--- src/hdl/finger_presence_detector_top_defines.svh ---
// Assertion macros shared by the finger presence detector RTL.
`ifndef FINGER_PRESENCE_DETECTOR_TOP_DEFINES_SVH
`define FINGER_PRESENCE_DETECTOR_TOP_DEFINES_SVH

// The consequent must hold in the same cycle as the antecedent.
`define FPD_ASSERT_IMPLY(label, clk, rst, ante, cons) \
   label: assert property (@(posedge clk) disable iff (rst) (ante) |-> (cons)) \
      else $error("fpd assertion failed");

// The consequent must hold in the cycle after the antecedent.
`define FPD_ASSERT_NEXT(label, clk, rst, ante, cons) \
   label: assert property (@(posedge clk) disable iff (rst) (ante) |=> (cons)) \
      else $error("fpd assertion failed");

// The condition must never be true.
`define FPD_ASSERT_NEVER(label, clk, rst, cond) \
   label: assert property (@(posedge clk) disable iff (rst) !(cond)) \
      else $error("fpd assertion failed");

`endif

--- src/hdl/fpd_pkg.sv ---
// Package with the constants and types of the finger presence detector.
package fpd_pkg;

   localparam int SAMPLE_BITS    = 18;
   localparam int REG_BITS       = 18;
   localparam int COUNT_BITS     = 3;
   localparam int CSR_INDEX_BITS = 3;
   localparam int CSR_DATA_BITS  = 18;
   localparam int THR_BITS       = ((SAMPLE_BITS > REG_BITS) ? SAMPLE_BITS : REG_BITS) + 1;
   localparam int AVG_BITS       = SAMPLE_BITS + 3;
   localparam int FILL_BITS      = 8;

   localparam logic [FILL_BITS-1:0] FILL_LIMIT = 8'd200;

   localparam logic [REG_BITS-1:0]   OFFSET_UP_RESET     = 18'd9000;
   localparam logic [REG_BITS-1:0]   OFFSET_DOWN_RESET   = 18'd6000;
   localparam logic [REG_BITS-1:0]   BASELINE_GATE_RESET = 18'd4000;
   localparam logic [COUNT_BITS-1:0] CONFIRM_RESET       = 3'd3;
   localparam logic [COUNT_BITS-1:0] CAP_RESET           = 3'd5;

   typedef enum logic [CSR_INDEX_BITS-1:0] {
      CSR_OFFSET_UP     = 3'd0,
      CSR_OFFSET_DOWN   = 3'd1,
      CSR_BASELINE_GATE = 3'd2,
      CSR_CONFIRM_COUNT = 3'd3,
      CSR_COUNT_CAP     = 3'd4
   } csr_index_type;

   typedef struct packed {
      logic [REG_BITS-1:0]   offset_up;
      logic [REG_BITS-1:0]   offset_down;
      logic [REG_BITS-1:0]   baseline_gate;
      logic [COUNT_BITS-1:0] confirm_count;
      logic [COUNT_BITS-1:0] count_cap;
   } cfg_type;

   typedef struct packed {
      logic finger_present;
      logic presence_changed;
   } result_type;

endpackage

--- src/hdl/fpd_csr.sv ---
// Configuration registers of the finger presence detector.
module fpd_csr (
   input  logic                                clock,
   input  logic                                reset,
   input  logic                                csr_wr_en,
   input  logic [fpd_pkg::CSR_INDEX_BITS-1:0]  csr_index,
   input  logic [fpd_pkg::CSR_DATA_BITS-1:0]   csr_wdata,
   output fpd_pkg::cfg_type                    cfg
);

   fpd_pkg::cfg_type cfg_ff;
   fpd_pkg::cfg_type cfg_in;

   always_comb begin
      cfg_in = cfg_ff;
      if (csr_wr_en) begin
         unique case (fpd_pkg::csr_index_type'(csr_index))
            fpd_pkg::CSR_OFFSET_UP: begin
               cfg_in.offset_up = csr_wdata[fpd_pkg::REG_BITS-1:0];
            end
            fpd_pkg::CSR_OFFSET_DOWN: begin
               cfg_in.offset_down = csr_wdata[fpd_pkg::REG_BITS-1:0];
            end
            fpd_pkg::CSR_BASELINE_GATE: begin
               cfg_in.baseline_gate = csr_wdata[fpd_pkg::REG_BITS-1:0];
            end
            fpd_pkg::CSR_CONFIRM_COUNT: begin
               cfg_in.confirm_count = csr_wdata[fpd_pkg::COUNT_BITS-1:0];
            end
            fpd_pkg::CSR_COUNT_CAP: begin
               cfg_in.count_cap = csr_wdata[fpd_pkg::COUNT_BITS-1:0];
            end
            default: begin
               cfg_in = cfg_ff;
            end
         endcase
      end
   end

   always_ff @(posedge clock) begin
      if (reset) begin
         cfg_ff.offset_up     <= fpd_pkg::OFFSET_UP_RESET;
         cfg_ff.offset_down   <= fpd_pkg::OFFSET_DOWN_RESET;
         cfg_ff.baseline_gate <= fpd_pkg::BASELINE_GATE_RESET;
         cfg_ff.confirm_count <= fpd_pkg::CONFIRM_RESET;
         cfg_ff.count_cap     <= fpd_pkg::CAP_RESET;
      end else begin
         cfg_ff <= cfg_in;
      end
   end

   assign cfg = cfg_ff;

endmodule

--- src/hdl/fpd_core.sv ---
// Baseline tracker, confirmation counters and presence flag of the detector.
`include "finger_presence_detector_top_defines.svh"

module fpd_core (
   input  logic                             clock,
   input  logic                             reset,
   input  fpd_pkg::cfg_type                 cfg,
   input  logic                             step,
   input  logic [fpd_pkg::SAMPLE_BITS-1:0]  sample,
   output fpd_pkg::result_type              result
);

   logic [fpd_pkg::SAMPLE_BITS-1:0] baseline_ff, baseline_in;
   logic [fpd_pkg::FILL_BITS-1:0]   fill_ff, fill_in;
   logic [fpd_pkg::COUNT_BITS-1:0]  rise_ff, rise_in;
   logic [fpd_pkg::COUNT_BITS-1:0]  fall_ff, fall_in;
   logic                            present_ff, present_in;

   logic [fpd_pkg::THR_BITS-1:0]    sample_ext;
   logic [fpd_pkg::THR_BITS-1:0]    baseline_ext;
   logic [fpd_pkg::THR_BITS-1:0]    thr_up;
   logic [fpd_pkg::THR_BITS-1:0]    thr_low;
   logic [fpd_pkg::THR_BITS-1:0]    thr_gate;
   logic [fpd_pkg::AVG_BITS-1:0]    avg_sum;
   logic                            above;
   logic                            below;
   logic                            switch_on;
   logic                            present_mid;

   assign sample_ext   = fpd_pkg::THR_BITS'(sample);
   assign baseline_ext = fpd_pkg::THR_BITS'(baseline_ff);
   assign thr_up       = baseline_ext + fpd_pkg::THR_BITS'(cfg.offset_up);
   assign thr_low      = baseline_ext + fpd_pkg::THR_BITS'(cfg.offset_down);
   assign thr_gate     = baseline_ext + fpd_pkg::THR_BITS'(cfg.baseline_gate);
   assign above        = sample_ext > thr_up;
   assign below        = sample_ext < thr_low;

   // Seven eighths of the old baseline plus one eighth of the sample, rounded down.
   assign avg_sum = (fpd_pkg::AVG_BITS'(baseline_ff) << 3) - fpd_pkg::AVG_BITS'(baseline_ff)
                    + fpd_pkg::AVG_BITS'(sample);

   always_comb begin
      rise_in = rise_ff;
      fall_in = fall_ff;
      if (above) begin
         if (rise_ff < cfg.count_cap) begin
            rise_in = rise_ff + 3'd1;
         end
         fall_in = '0;
      end else if (below) begin
         if (fall_ff < cfg.count_cap) begin
            fall_in = fall_ff + 3'd1;
         end
         rise_in = '0;
      end
   end

   assign switch_on   = !present_ff && (rise_in >= cfg.confirm_count);
   assign present_mid = present_ff || switch_on;
   assign present_in  = present_mid && !(fall_in >= cfg.confirm_count);

   always_comb begin
      baseline_in = baseline_ff;
      fill_in     = fill_ff;
      if (!present_in) begin
         if (fill_ff == '0) begin
            baseline_in = sample;
         end else if (sample_ext < thr_gate) begin
            baseline_in = avg_sum[fpd_pkg::AVG_BITS-1:3];
         end
         if (fill_ff < fpd_pkg::FILL_LIMIT) begin
            fill_in = fill_ff + 8'd1;
         end
      end
   end

   always_ff @(posedge clock) begin
      if (reset) begin
         baseline_ff <= '0;
         fill_ff     <= '0;
         rise_ff     <= '0;
         fall_ff     <= '0;
         present_ff  <= 1'b0;
      end else if (step) begin
         baseline_ff <= baseline_in;
         fill_ff     <= fill_in;
         rise_ff     <= rise_in;
         fall_ff     <= fall_in;
         present_ff  <= present_in;
      end
   end

   assign result.finger_present   = present_in;
   assign result.presence_changed = present_in != present_ff;

   `FPD_ASSERT_NEVER(a_counters_exclusive, clock, reset, (rise_ff != '0) && (fall_ff != '0))
   `FPD_ASSERT_NEXT(a_baseline_frozen, clock, reset, step && present_ff && present_in,
                    $stable(baseline_ff))
   `FPD_ASSERT_IMPLY(a_rise_confirmed, clock, reset, $rose(present_ff),
                     rise_ff >= $past(cfg.confirm_count))

endmodule

--- src/hdl/finger_presence_detector_top.sv ---
// Top level of the finger presence detector.
//
// The req_ channel carries one infrared sample per transaction; the rsp_ channel
// returns one transaction per sample with the presence flag after that sample and
// a flag that marks a change from the previous result. A transaction is taken on
// a rising edge where valid is high and stall is low on that channel.
// An accepted sample is held in an input register; once the output register is
// free, the baseline, counters and presence flag are updated while the result
// is loaded into the output register. While rsp_stall is low, one sample per
// cycle is sustained.
// When rsp_stall is high the output register holds its result, the input
// register keeps the next sample, and req_stall rises once both are full.
// The csr_ port writes one configuration register per cycle while csr_wr_en is high;
// the user must write it only while no transaction is in flight; the block does not enforce this.
// A synchronous reset empties both registers, loads the register defaults and
// clears the baseline, the counters and the presence flag (finger absent).
module finger_presence_detector_top (
   input  logic                                clock,
   input  logic                                reset,
   input  logic                                req_valid,
   output logic                                req_stall,
   input  logic [fpd_pkg::SAMPLE_BITS-1:0]     req_ir_sample,
   output logic                                rsp_valid,
   input  logic                                rsp_stall,
   output logic                                rsp_finger_present,
   output logic                                rsp_presence_changed,
   input  logic                                csr_wr_en,
   input  logic [fpd_pkg::CSR_INDEX_BITS-1:0]  csr_index,
   input  logic [fpd_pkg::CSR_DATA_BITS-1:0]   csr_wdata
);

   fpd_pkg::cfg_type                cfg;
   fpd_pkg::result_type             result;

   logic                            in_valid_ff, in_valid_in;
   logic [fpd_pkg::SAMPLE_BITS-1:0] in_sample_ff;
   logic                            out_valid_ff, out_valid_in;
   fpd_pkg::result_type             out_result_ff;
   logic                            out_free;
   logic                            step;
   logic                            accept;

   assign out_free     = !out_valid_ff || !rsp_stall;
   assign step         = in_valid_ff && out_free;
   assign req_stall    = in_valid_ff && !out_free;
   assign accept       = req_valid && !req_stall;
   assign in_valid_in  = accept || (in_valid_ff && !step);
   assign out_valid_in = step || (out_valid_ff && rsp_stall);

   always_ff @(posedge clock) begin
      if (reset) begin
         in_valid_ff  <= 1'b0;
         out_valid_ff <= 1'b0;
      end else begin
         in_valid_ff  <= in_valid_in;
         out_valid_ff <= out_valid_in;
      end
   end

   always_ff @(posedge clock) begin
      if (accept) begin
         in_sample_ff <= req_ir_sample;
      end
      if (step) begin
         out_result_ff <= result;
      end
   end

   fpd_csr u_csr (
      .clock     (clock),
      .reset     (reset),
      .csr_wr_en (csr_wr_en),
      .csr_index (csr_index),
      .csr_wdata (csr_wdata),
      .cfg       (cfg)
   );

   fpd_core u_core (
      .clock  (clock),
      .reset  (reset),
      .cfg    (cfg),
      .step   (step),
      .sample (in_sample_ff),
      .result (result)
   );

   assign rsp_valid            = out_valid_ff;
   assign rsp_finger_present   = out_result_ff.finger_present;
   assign rsp_presence_changed = out_result_ff.presence_changed;

endmodule

--- config.mk ---
export PLATFORM = sky130hd
export DESIGN_NAME = finger_presence_detector_top
export DESIGN_NICKNAME = d
export VERILOG_FILES = /design/src/hdl/fpd_pkg.sv /design/src/hdl/fpd_csr.sv /design/src/hdl/fpd_core.sv /design/src/hdl/finger_presence_detector_top.sv
export VERILOG_INCLUDE_DIRS = /design/src /design/src/hdl
export SDC_FILE = /design/constraint.sdc
export NUM_CORES = 1
export LEC_CHECK = 0
export BUFFER_PORTS_ARGS = -buffer_cell sky130_fd_sc_hd__buf_4
export CAP_MARGIN = 25
export CORE_MARGIN = 2
export CORE_UTILIZATION = 57
export CTS_CLUSTER_DIAMETER = 120
export DETAILED_ROUTE_END_ITERATION = 16
export HOLD_SLACK_MARGIN = 0.12
export PLACE_DENSITY = 0.8
export SYNTH_ARGS = -nofsm -noshare
export SYNTH_HDL_FRONTEND = slang
export SYNTH_SLANG_ARGS = --single-unit
--- constraint.sdc ---
create_clock -name clock -period 6.45 [get_ports clock]
set_input_delay 0.3225 -clock clock [delete_from_list [all_inputs] [get_ports clock]]
set_output_delay 0.3225 -clock clock [all_outputs]
set_load 0.02 [all_outputs]
Word level (Yosys, flattened, before mapping)
Cells that the tools add are included.
- input port bits: 44
- output and inout bits: 4
- word-level logic and storage cells: 73
- register bits: 115
- reductions and logical operators: 28
- mux-type cells: 8
- order comparisons: 8
- $add $sub $neg: 8
- equal/unequal tests: 5
- bitwise logic cells: 1
- operators by type and width (operator ; number):
    adder 18 x 18 -> 19 bit ; 3
    less-than comparator 18 x 19 -> 1 bit ; 2
    two-way mux 18 bit ; 2
    adder 21 x 18 -> 21 bit ; 1
    subtractor 21 x 18 -> 21 bit ; 1
    > comparator 18 x 19 -> 1 bit ; 1
    two-way mux 3 bit ; 6
    AND reduction 2 bit ; 5
    adder 8 x 1 -> 8 bit (second input constant) ; 1
    zero test 8 bit ; 1
    less-than comparator 8 bit (second input constant) ; 1
    logical AND 1 bit ; 7
    zero test 1 bit ; 7
    adder 3 x 1 -> 3 bit (second input constant) ; 2
    equality test 3 x 2 -> 1 bit (second input constant) ; 2
    >= comparator 3 bit ; 2
    less-than comparator 3 bit ; 2
    AND reduction 3 bit ; 2
    logical OR 1 bit ; 4
    equality test 3 x 1 -> 1 bit (second input constant) ; 1
    equality test 3 bit (second input constant) ; 1
    zero test 3 bit ; 1
    nonzero test 2 bit ; 1
    inequality test 1 bit ; 1
    NOT 1 bit ; 1

Depth between registers and ports, before layout
Gate-level depths: netlist (run 1).
- depth after elaboration: 10
- mapped depth: 31

Cells and area by module
A second synthesis (run 1) with hierarchy kept.
- cells, all modules: 1103
- area, all modules: 9795.6 um^2
- modules (own cells, without submodules) (module ; sequential area each (um^2) ; area each (um^2) ; cells an instance ; times used):
    fpd_core ; 660.6 ; 6657.6 ; 838 ; 1
    fpd_csr ; 1201.2 ; 2451.1 ; 235 ; 1
    finger_presence_detector_top ; 640.6 ; 686.9 ; 30 ; 1

Worst setup path before layout (run 1)
OpenSTA, ideal clock, no wires.
- path type: register -> register
- start point: register u_core.baseline_ff[0] in the netlist's numbering
- end point: register u_core.fill_ff[5] in the netlist's numbering
- arrival: 6.103 ns
- buffers on the path: 1
- cell stages (with the launch flop): 30
- setup slack: 0.220 ns
- cells stage by stage: dfxtp_1 > ha_1 > fa_1 > a21o_1 > a21oi_1 > o21ai_1 > o41ai_2 > o21ai_1 > a21o_1 > a21o_1 > a21oi_1 > xor2_1 > ha_1 > nand4_1 > nor3_1 > a221oi_1 > o211ai_1 > a311oi_2 > buf_2 > o21ai_1 > a21o_1 > ha_1 > a21boi_0 > o21ai_0 > a21oi_1 > a311oi_1 > and4_1 > nand3_1 > xor2_1 > nor2_1
- RTL lines (item ; RTL line ; text):
    from (decl) ; fpd_core.sv:13 ; logic [fpd_pkg::SAMPLE_BITS-1:0] baseline_ff, baseline_in;
    from (signal assigned) ; fpd_core.sv:85 ; baseline_ff <= baseline_in;
    to (signal assigned) ; fpd_core.sv:86 ; fill_ff <= fill_in;
    to (decl) ; fpd_core.sv:14 ; logic [fpd_pkg::FILL_BITS-1:0] fill_ff, fill_in;

==> flow_summary.toml, run 1 <==
[synthesis]
synth_simple_gate_area_share = 0.170
synth_cells = 1107
post_synth_instance_area_um2 = 9310
synth_nets = 1309
ys_ff_latch = 115
synth_top_cells_by_area = "sky130_fd_sc_hd__dfxtp_1 (20%), sky130_fd_sc_hd__ha_1 (19%), sky130_fd_sc_hd__nand2_1 (6.5%)"
number_of_enable_type_register_cells_in_the_synthesized_netlist = 20
synth_fa_ha_area_frac = 0.227
synth_sequential_area_ratio = 0.269
compound_gate_fraction_of_synth_area = 0.211
yosys-mux-area-fraction = 0.0120
synth.avg_cell_area_um2 = 8.41
most_frequent_cell_after_synthesis = "sky130_fd_sc_hd__nand2_1"
ys_async_sr_fraction = 0
ys_types = 74
share_of_yosys_cell_area_claimed_by_the_top_area_cell_type = 0.204
yosysTopAreaCell = "sky130_fd_sc_hd__dfxtp_1"
synth_xor_xnor_area_share = 0.0630
yosys_warnings = 0
synth_common_cells = "sky130_fd_sc_hd__nand2_1 (161), sky130_fd_sc_hd__ha_1 (140), sky130_fd_sc_hd__a21oi_1 (111)"
postSynth.topFlopCell = "sky130_fd_sc_hd__dfxtp_1"
largest_family_of_logic_cells_by_synthesized_area = "adder cells"

[clock_network]
numCtsBuffers = 17
cts-root-to-sink-buffers = 2
worstSkewPairLatency_ps = 420
cts_tree = "yes"
clock-sinks = 115
path_clk_slew_ps = 60
h-tree-depth = 4
cts_root_buf = "sky130_fd_sc_hd__clkbuf_16"

[global_routing]
via_count_of_the_first_global_routing_pass = 7988
overall_fraction_of_global_route_tracks_in_use = 0.276
largest_net_degree_at_the_start_of_global_routing = 64
global_route.overflow_total = 0
number_of_antenna_violations_at_the_first_check_in_global_routing = 0
grt_first_pass_wirelength_um = 38600

[sta]
clock_period_minus_final_worst_setup_slack_ps = 6250
final_period_util = 0.969
worst_pin_slew_ps = 861
finalClockSkew_ps = 8.12
postLayoutSetupSlackWorst_ps = 198
slew_violations = 0
max_slew_headroom = 0.425
achievable-frequency_mhz = 160
finalHoldViolCount = 0
timing.final.setup_violations = 0

[finish]
post_route_cells_drive_above_1_share = 0.114
insertedDiodeCount = 0
area.growth.synth_to_final_pct = 17.3
layout.core_utilization = 0.685
num-nets-final = 1391
nFillCells = 1257

[route]
route.final.wire_length_um = 24800
drt_first_pass_iters = 5
final_antenna_net_count = 0
viasPerCell = 5.90
drt_iter0_markers = 635
number_of_design_rule_violations_left_after_detail_routing = 0
avgRoutedWirePerCell_um = 17.5
vias = 8372

[power]
relative_contribution_of_sequential_cells_to_total_power = 0.293
powerDensity_nw_per_um2 = 259
total_switching_power_mw = 1.00
netSwitchingFraction = 0.355
power_frac_clock = 0.341
vdd_ir_drop_max_mv = 0.211
combinationalPowerShare = 0.366
leakagePower_nw = 5.20
internal_power_mw = 1.82

[critical_path]
cp_max_fo = 9
setup_crit_path_kind = "reg2reg"
max_stage_delay_ps = 430
top_cell_by_count_worst_path = "sky130_fd_sc_hd__buf_4"
crit_slowest_cell = "sky130_fd_sc_hd__o41ai_4"
worstSetupStartpointType = "flip-flop"
arrival_ps = 6560
required_ps = 6760
setup.worst_path.end_class = "flip-flop"
rrSetupSlack_ps = 200

[place]
pre_cts_worst_setup_slack_ps = 328
routabilityCongestion = 0.879
hpwlAfterDp_um = 17600
placement.io_buffers = 47

[hold_path]
hp-class = "in2reg"

[floorplanning]
ios = 48
initial_utilization = 0.584
floorplan.rows = 46
fp.dieW_um = 132
fp.coreArea_um2 = 15900
die_area_um2 = 17400
chip_height_um = 132

[status]
outcome = "completed"

[run]
cap_viol_max_count = 0
==> power groups by stage <==
stage          clock [mW]  sequential, mW  combinational (mW)
2_1_floorplan           0           0.816               0.731
3_3_place_gp            0           0.839               0.918
3_5_place_dp            0           0.839               0.949
4_1_cts             0.965           0.825               0.972
5_1_grt             0.995           0.832                1.15
6_report            0.963           0.828                1.03
==> per-layer routing <==
layer  track usage  vias to the layer above  wire [um]
li1              -                     4108          -
met1         0.358                     3954      10800
met2         0.468                      260      11900
met3        0.0473                       50       1470
met4        0.0906                        0        618
met5             0                        -          0
==> cell families (layout without fill, tap and decap cells) <==
| logic type | count (synthesis) | count (layout) |
|---|---|---|
| AND/OR/NAND/NOR | 346 | 346 |
| XOR/XNOR | 67 | 67 |
| AO/OA/AOI/OAI | 292 | 292 |
| multiplexers | 11 | 11 |
| adder cells (fa/ha/maj) | 158 | 158 |
| flip-flops | 115 | 115 |
| buffers and inverters | 118 | 213 |
==> what timing repair did <==
action | 4_1_cts | 5_1_grt
setup buffers | 0 | 14
endpoints found under the hold margin | 19 | 0
hold buffers | 19 | 0
setup endpoints to repair | 0 | 23
resized for setup | 0 | 14
==> final timing paths <==
| path | endpoint | depth (start not counted) | start |
|---|---|---|---|
| min | u_csr.cfg[36] | 3 | csr_wdata[12] |
| min reg2reg | u_csr.cfg[21] | 2 | u_csr.cfg[21] |
| max reg2reg | u_core.baseline_ff[9] | 33 | u_csr.cfg[42] |
| max | u_core.baseline_ff[9] | 33 | u_csr.cfg[42] |
==> layout make-up <==
class	instances	area [um^2]	share of cell area
tap	216	270	0.0247
timing repair buffer	93	810	0.0741
inverter	88	330	0.0302
sequential	115	2500	0.229
clock inverter	10	91.3	0.00836
clock buffer	22	507	0.0464
multi-input combinational	874	6410	0.587
==> critical path, delay by kind of cell, from the launching register on <==
family / cells / cell delay (ps)
xor gates and xnor gates: 1 / 160
muxes: 1 / 120
AOI/OAI and AO/OA: 17 / 3220
adders and majority gates: 4 / 1130
buffers and inverters: 7 / 1000
and+or+nand+nor: 3 / 180
DFF: 1 / 310
==> state kept, by name, indices dropped and copies added, names as in the netlist, 3 cells and up <==
signal / cells
in_sample_ff: 18
u_core.baseline_ff: 18
u_core.fall_ff: 3
u_core.fill_ff: 8
u_core.rise_ff: 3
u_csr.cfg: 60
==> per-stage QoR <==
stage	cell area [um^2]	total power [mW]	setup TNS, ps	hold slack [ps]	instances
2_1_floorplan	9310	1.55	0	421	1107
3_3_place_gp	9900	1.76	0	451	1349
3_5_place_dp	9910	1.79	0	453	1350
4_1_cts	10700	2.76	0	128	1401
5_1_grt	10900	2.98	-227	145	1418
6_report	10900	2.82	0	136	1418
==> cells in the final DEF (no fill, tap or decap), drive strengths merged, types with 13 or more instances in the layout <==
| cell | n |
|---|---|
| nand2 | 162 |
| dlygate4sd3 | 19 |
| dfxtp | 95 |
| a211oi | 13 |
| nand2b | 18 |
| nand3 | 32 |
| xor2 | 35 |
| edfxtp | 20 |
| clkbuf | 24 |
| fa | 18 |
| buf | 72 |
| a21o | 42 |
| xnor2 | 32 |
| ha | 140 |
| nor2 | 67 |
| a21oi | 111 |
| o211ai | 14 |
| nor3 | 13 |
| o21ai | 38 |
| inv | 92 |
Note: power is estimated with default switching activity, not from simulation.
==> run 2, diff against run 1 <==
--- a/config.mk
+++ b/config.mk
@@ -9,11 +9,12 @@
 export BUFFER_PORTS_ARGS = -buffer_cell sky130_fd_sc_hd__buf_4
 export CAP_MARGIN = 25
 export CORE_MARGIN = 2
-export CORE_UTILIZATION = 57
+export CORE_UTILIZATION = 32
 export CTS_CLUSTER_DIAMETER = 120
 export DETAILED_ROUTE_END_ITERATION = 16
 export HOLD_SLACK_MARGIN = 0.12
-export PLACE_DENSITY = 0.8
+export PLACE_DENSITY = 0.49
+export SLEW_MARGIN = 0
 export SYNTH_ARGS = -nofsm -noshare
 export SYNTH_HDL_FRONTEND = slang
 export SYNTH_SLANG_ARGS = --single-unit
==> constraint.sdc (replaced) <==
create_clock -name clock -period 7.6 [get_ports clock]
set_input_delay 0.38 -clock clock [delete_from_list [all_inputs] [get_ports clock]]
set_output_delay 0.38 -clock clock [all_outputs]
set_load 0.02 [all_outputs]
==> run 2 against run 1 <==
Routed wire length up 3.8%. Worst hold slack better by 1.2 ps. Setup slack better by 590 ps. Critical path depth down 2. Cell count up 9.2%. Die area up 75%. Clock power down 12%. Core utilization down 31 points. Register-to-register slack better by 590 ps. Power down 17%. Largest power group is now the clock network. Highest routed layer unchanged.
==> flow_summary.toml, run 2 (same netlist as run 1, synthesis figures left out) <==
[place]
pre_cts_worst_setup_slack_ps = 787
routabilityCongestion = 0.796
placement.io_buffers = 47
hpwlAfterDp_um = 19600

[finish]
most-common-layout-cells = "sky130_fd_sc_hd__nand2_1 (161), sky130_fd_sc_hd__ha_1 (140), sky130_fd_sc_hd__a21oi_1 (111), sky130_fd_sc_hd__dfxtp_1 (95), sky130_fd_sc_hd__inv_1 (87)"
largest_register_ffs = 60
post_route_cells_drive_above_1_share = 0.0945
num-nets-final = 1353
layout.cells.most_common = "sky130_fd_sc_hd__nand2_1"
area.growth.synth_to_final_pct = 14.8
insertedDiodeCount = 0

[critical_path]
regToRegEndpoint = "u_core.fill_ff[5]"
cp_max_fo = 12
critical_path_depth = 31
rrSetupSlack_ps = 790
worstPathBufferInverterCount = 2
kind_of_cell_adding_the_most_delay_to_the_critical_path = "compound AO/OA/AOI/OAI gates"
timing.rr.start = "u_core.baseline_ff[0]"
crit_slowest_cell = "sky130_fd_sc_hd__a311oi_2"
number_of_cells_traversed_by_the_worst_register_to_register_path = 31
worstSetupStartpointType = "flip-flop"
arrival_ps = 7100
top_cell_by_count_worst_path = "sky130_fd_sc_hd__a21oi_1"
max_stage_delay_ps = 750
setup.worst_path.end_class = "flip-flop"
setup_crit_path_kind = "reg2reg"
required_ps = 7890

[power]
vdd_ir_drop_max_mv = 0.105
powerDensity_nw_per_um2 = 220
post-layout-total-power_mw = 2.36
leakagePower_nw = 4.99

[clock_network]
cts-root-to-sink-buffers = 2
numCtsBuffers = 17
cts.hold.buffers_added = 0
cts_setup_buffers = 0
worstSkewPairLatency_ps = 430
post_cts_resize_count = 0
cts_root_buf = "sky130_fd_sc_hd__clkbuf_16"
path_clk_slew_ps = 70
cts_tree = "yes"
clock-sinks = 115
h-tree-depth = 4

[sta]
finalHoldViolCount = 0
clock_period_minus_final_worst_setup_slack_ps = 6810
timing.setup.tns_ps = 0
timing.final.setup_violations = 0
max_slew_headroom = 0.389
postLayoutSetupSlackWorst_ps = 786
finalClockSkew_ps = 17.4
final_period_util = 0.897
whs_ps = 137
achievable-frequency_mhz = 147
worst_pin_slew_ps = 916
rsz0062_at_grt = "no"
slew_violations = 0

[global_routing]
largest_net_degree_at_the_start_of_global_routing = 64
global_route.overflow_total = 0
grt_first_pass_wirelength_um = 42000
overall_fraction_of_global_route_tracks_in_use = 0.176
number_of_antenna_violations_at_the_first_check_in_global_routing = 0
via_count_of_the_first_global_routing_pass = 7740

[hold_path]
hp-start = "req_ir_sample[2]"
holdPathStages = 1
timing.hold.worst_endpoint = "in_sample_ff[2]"
hp-class = "in2reg"

[run]
cap_viol_max_count = 0

[route]
vias = 7837
number_of_design_rule_violations_left_after_detail_routing = 0
drt_iter0_markers = 422
avgRoutedWirePerCell_um = 16.6
final_antenna_net_count = 0
route.final.wire_length_um = 25800
drt_first_pass_iters = 5
viasPerCell = 5.06

[floorplanning]
fp.dieW_um = 175
initial_utilization = 0.324
ios = 48
chip_height_um = 175
fp.coreArea_um2 = 28700
die_area_um2 = 30500
floorplan.rows = 62

[status]
outcome = "completed"
## run 2: through the flow
stage	instance area (um^2)	util	std cells
global placement	10100	0.351	1516
CTS	10700	0.373	1548
global route	10700	0.373	1548
finish	10700	0.373	1548
detailed placement	10100	0.351	1516
floorplan	9310	-	1107
## run 2: cell type report
type,count,area (um^2)
Fill cell,3050,18000
Multi-Input combinational cell,874,6360
Sequential cell,115,2500
Tap cell,384,480
Clock buffer,19,464
Timing Repair Buffer,55,413
Inverter,88,330
Clock inverter,13,145
## run 2: per-layer routing
metal / wire [um] / GRT usage
met1: 13200 / 0.253
met2: 11500 / 0.282
met3: 681 / 0.0198
met4: 296 / 0.0424
met5: 0 / 0
## run 2: worst max path at each step
| stage | start | endpoint |
|---|---|---|
| 5_1_grt | u_core.baseline_ff[0] | u_core.fill_ff[5] |
| 2_1_floorplan | u_core.baseline_ff[0] | u_core.fill_ff[5] |
| 3_3_place_gp | u_core.baseline_ff[0] | u_core.fill_ff[5] |
| 4_1_cts | u_core.baseline_ff[0] | u_core.fill_ff[5] |
| 6_report | u_core.baseline_ff[0] | u_core.fill_ff[5] |
| 3_5_place_dp | u_core.baseline_ff[0] | u_core.fill_ff[5] |
## run 2: power breakdown
group / internal [mW] / total, mW / switching, mW
clock network: 0.515 / 0.844 / 0.328
logic: 0.351 / 0.806 / 0.455
registers: 0.650 / 0.707 / 0.0567
